$ cat config.mk
export PLATFORM = sky130hd
export DESIGN_NAME = fict_cell
export DESIGN_NICKNAME = d
export VERILOG_FILES = /design/src/rtl/core/fict_pkg.sv /design/src/rtl/core/fict_cell.sv
export SDC_FILE = /design/constraint.sdc
export NUM_CORES = 1
export LEC_CHECK = 0
export BUFFER_PORTS_ARGS = -buffer_cell sky130_fd_sc_hd__clkbuf_2
export CAP_MARGIN = 20
export CELL_PAD_IN_SITES_DETAIL_PLACEMENT = 1
export CELL_PAD_IN_SITES_GLOBAL_PLACEMENT = 2
export CORE_UTILIZATION = 26
export DETAILED_ROUTE_END_ITERATION = 6
export GPL_TIMING_DRIVEN = 0
export PLACE_DENSITY_LB_ADDON = 0.3
export SYNTH_ARGS = -nofsm -noshare
export SYNTH_HDL_FRONTEND = slang
export SYNTH_SLANG_ARGS = --single-unit
$ cat constraint.sdc
create_clock -name clk -period 3 [get_ports clk]
set_clock_uncertainty 0.1 [all_clocks]
set_input_delay 0.6 -clock clk [delete_from_list [all_inputs] [get_ports clk]]
set_output_delay 0.6 -clock clk [all_outputs]
set_load 0.02 [all_outputs]
$ cat src/rtl/core/fict_pkg.sv
// Shared types and constants for the frequent item counter table.
package fict_pkg;

  localparam int SLOTS    = 16;
  localparam int KEY_BITS = 32;
  // Stored key width: the key field is 32 bits wide, so wider keys add nothing.
  localparam int KEY_W    = (KEY_BITS < 32) ? KEY_BITS : 32;
  localparam int IDX_W    = (SLOTS > 1) ? $clog2(SLOTS) : 1;
  localparam int CNT_W    = 32;
  localparam int FRAC_W   = 16;

  localparam logic [CNT_W-1:0] CNT_MAX = '1;

  localparam logic MODE_OBSERVE = 1'b0;
  localparam logic MODE_REPORT  = 1'b1;

  typedef struct packed {
    logic        mode;
    logic [31:0] key;
  } in_t;

  typedef struct packed {
    logic [31:0] slot_key;
    logic [31:0] slot_count;
    logic        heavy;
    logic        last;
  } out_t;

  // Control broadcast to every cell of the row.
  typedef struct packed {
    logic observe;    // apply one observed key this cycle
    logic rotate;     // shift every slot one place toward cell 0
    logic any_hit;    // some occupied slot matches the key
    logic any_empty;  // some slot is empty
  } cell_ctl_t;

endpackage

$ cat src/rtl/core/fict_cell.sv
// One slot of the counter table: key, count and its links in the priority chains.
module fict_cell import fict_pkg::*; (
  input  logic             clk,
  input  logic             rst_n,
  input  cell_ctl_t        ctl,
  input  logic [KEY_W-1:0] obs_key,
  input  logic             hit_in,   // a lower slot already matched
  output logic             hit_out,
  input  logic             vac_in,   // a higher slot is empty
  output logic             vac_out,
  input  logic [KEY_W-1:0] nb_key,
  input  logic [CNT_W-1:0] nb_count,
  output logic [KEY_W-1:0] key_q,
  output logic [CNT_W-1:0] count_q
);

  logic [KEY_W-1:0] key_r, key_nxt;
  logic [CNT_W-1:0] count_r, count_nxt;
  logic             empty;
  logic             match;

  assign empty   = (count_r == '0);
  assign match   = !empty && (key_r == obs_key);
  assign hit_out = hit_in | match;
  assign vac_out = vac_in | empty;
  assign key_q   = key_r;
  assign count_q = count_r;

  always_comb begin
    key_nxt   = key_r;
    count_nxt = count_r;
    if (ctl.rotate) begin
      key_nxt   = nb_key;
      count_nxt = nb_count;
    end else if (ctl.observe) begin
      if (match && !hit_in) begin
        if (count_r != CNT_MAX) count_nxt = count_r + CNT_W'(1);
      end else if (!ctl.any_hit && ctl.any_empty) begin
        // take the key only in the highest empty slot
        if (empty && !vac_in) begin
          key_nxt   = obs_key;
          count_nxt = CNT_W'(1);
        end
      end else if (!ctl.any_hit && !ctl.any_empty) begin
        if (!empty) count_nxt = count_r - CNT_W'(1);
      end
    end
  end

  always_ff @(posedge clk) begin
    if (!rst_n) begin
      key_r   <= '0;
      count_r <= '0;
    end else begin
      key_r   <= key_nxt;
      count_r <= count_nxt;
    end
  end

endmodule

==> metrics.txt <==
status finished, violations left; failing checks negative setup slack; I/O pins 170; Worst Hold End key_q[20]$_SDFFE_PN0P_; Crit Path Max Fanout 6; worst r2r src count_q[24]$_SDFFE_PN0P_; synthesis-to-finish area growth 44.56%; wl on met1 around 11000 um; max-cap violation count 0; Vias 6400; Max Fclk ~320 MHz; final hold vios 0; WL/cell ~24 um; Slew Viols, Final 0; pwr/cell area 447.2 nW/um2; vias in the first global route between 6000 and 7000; CP endpoint kind output port; clock latency on the worst-skew pair between 0.3 and 0.4 ns; CTS Buf Count 9; Worst Path Required between 2 and 2.5 ns; antenna violations before repair 0; Worst Path Arrival between 2 and 2.5 ns; cell family with most CP delay simple AND/OR/NAND/NOR gates; Synth warnings 0; diode count 0; FF/Latch Area 1299 um2; Core Area between 15000 and 20000 um2; syn nets 757; Hold Path Class input port to flop; Post-Syn Area slightly above 5000 um2; first-pass detailed-route iteration total 5; final worst path period need between 3 and 4 ns; switching share of power between 30% and 40%; largest net degree at the start of global routing 14; sequential area share after synthesis ~25%; ratio of cells with drive above 1 in the final layout about 38%; chip height 142.3 um; Highest Signal Layer met4; routability cong. between 0.8 and 0.9; met2 routed WL ~13000 um; cell internal pwr 2082 uW; Post-Syn Area per Cell slightly below 8 um2; Initial Utilization a little over a quarter; Switch Pwr ~1200 uW; clock-pin transition on the worst setup and hold timing paths about 0.07 ns; CTS max path bufs 2; most frequent cells in the layout clkbuf_2 (169), nor2_1 (58), dfxtp_1 (58), nand2_1 (52), xor2_1 (40); Worst Hold Launch nb_key[20]; Top FF cell, synth dfxtp_1; critical register-to-register path endpoint count_q[2]$_SDFFE_PN0P_; grt ovf 0; final setup margin -0.08957 ns; Peak VDD IR around 270 uV; post-DP HPWL 19230 um; dpl cell area 6312 um2; hold path depth 3; RSZ-0062 raised after global routing yes; Post-synth EDFFs 0; CTS tree built; Fin Setup TNS -0.5874 ns; Fillers around 2300; clock sinks between 60 and 70; Unique masters post-synth 76; crit path buf inv count 1; FFs w/ async S/R, synth 0%; Flop pwr share slightly above 30%; reg2reg setup slack -0.09 ns; gr usage total 26.19%; global-route wire length before repair 39350 um; max incr delay on CP 0.58 ns; multi-input logic area 3884 um2; CP cell instances or4_4 > or4b_4 > nor3_4 > or2_4 > buf_8; Setup Viol. Count Final 14; H-tree depth 3; fin area around 7400 um2; register bit total from synthesis 64; slowest cell on the critical path or4b_4; Syn Inst Count about 650; CTS Hold Buffers Added 0; Final Cycle Share 103.0%; via density per instance roughly 5.7; Root Driver clkbuf_16; drt total wl approximately 27000 um; Total Nets Final ~970; Pleak roughly 0.003 uW; Die ar. roughly 20000 um2; power share of the combinational group around 32%; worst slew pin tran a little over 0.9 ns; Port Buffer Count around 170; residual DRC count 0; Iter 0 DRT Violations around 300; Die W approximately 140 um; crit path kind flop to output port; Rel. slew slack 37.84%; metal3 WL between 2000 and 2500 um; site row count 50; most common cell after layout, fill and taps aside clkbuf_2; Post-DRT Antenna Nets 0; startpoint types flop; clock share of power between 30% and 40%; R2R depth 8
[how the worst max path moves through the flow]
stage,to,start,cells after the start,slack (ns)
after global placement,count_q[31]$_SDFFE_PN0P_,obs_key[16],9,-1.17
final,vac_out,count_q[24]$_SDFFE_PN0P_,5,-0.09
after floorplan,count_q[14]$_SDFFE_PN0P_,count_q[1]$_SDFFE_PN0P_,11,0.01
after detailed placement,count_q[31]$_SDFFE_PN0P_,obs_key[16],9,-1.27
after CTS,vac_out,count_q[25]$_SDFFE_PN0P_,5,-0.007
after global routing,count_q[2]$_SDFFE_PN0P_,count_q[27]$_SDFFE_PN0P_,8,-0.13
[layout make-up]
class,instances,area share (%)
well taps,260,4.394
plain buffers,60,5.256
multi-input cells,512,52.46
clock inverters,7,1.386
repair buffers,202,15.33
inverters,11,0.5915
flip-flops and latches,64,17.54
clock buffers,9,3.042
[stage by stage]
| step | power [uW] | utilization [%] | instances | hold slack, ns | setup slack, ns |
|---|---|---|---|---|---|
| 3_5_place_dp | 1917 | 33.19 | 1079 | 0.4497 | -1.270 |
| 3_3_place_gp | 1895 | 33.15 | 1078 | 0.4482 | -1.166 |
| 2_1_floorplan | 1549 | - | 651 | 0.4849 | 0.01032 |
| 5_1_grt | 3440 | 38.93 | 1125 | 0.3959 | -0.1286 |
| 6_report | 3311 | 38.93 | 1125 | 0.3988 | -0.08957 |
| 4_1_cts | 3241 | 36.80 | 1115 | 0.3938 | -0.006734 |
[cells by family after synthesis]
kind of cell / after synthesis / share of synthesized area (%)
adders and majority gates: 2 / 0.4886
DFF: 64 / 25.02
AOI/OAI and AO/OA: 162 / 24.97
buffers and inverters: 75 / 6.914
xor gates and xnor gates: 49 / 8.380
and+or+nand+nor: 260 / 26.58
muxes: 39 / 7.647
[cell usage after synthesis (9+ instances only)]
master    count  share of area [%]
and2_1       11                1.3
a211oi_1     42                6.2
o221ai_1      9                1.5
and3_1       10                1.2
xnor2_1       9                1.5
xor2_1       40                6.8
nand4_1      14                1.7
buf_2        15                1.5
dfxtp_1      64                 25
a21oi_1      15                1.5
mux2i_1      38                7.4
nor4_1       16                2.0
nand3_1      28                2.7
inv_1        10               0.73
clkbuf_1     37                2.7
nor3_1       32                3.1
nor2_1       61                4.5
nand2_1      52                3.8
[per-layer routing]
metal  vias up  GRT usage (%)
li1       2900              -
met1      3171          31.35
met2       272          43.96
met3        57          6.696
met4         0          11.71
met5         -              0
[power by group through the flow]
stage,clock network [uW],registers (uW),logic [uW]
floorplan,0,1070,478
global placement,0,1010,889
detailed placement,0,1010,907
CTS,1250,994,995
global route,1290,1010,1140
finish,1230,1010,1070
[state kept, by name, indices dropped and copies added, names as in the netlist]
| signal | flops |
|---|---|
| count_q | 32 |
| key_q | 32 |
[tightest hold or removal path, delay by kind of cell]
family	cells	cell delay, ns
buffers and inverters	1	0.08
AO/OA/AOI/OAI	1	0.05
AND/OR/NAND/NOR	1	0.07
[timing repair]
item	4_1_cts	5_1_grt
gates cloned	0	1
pin swaps	11	12
setup endpoints to repair	66	62
resized for setup	48	71
setup buffers	20	13
(Power assumes the default switching activity.)
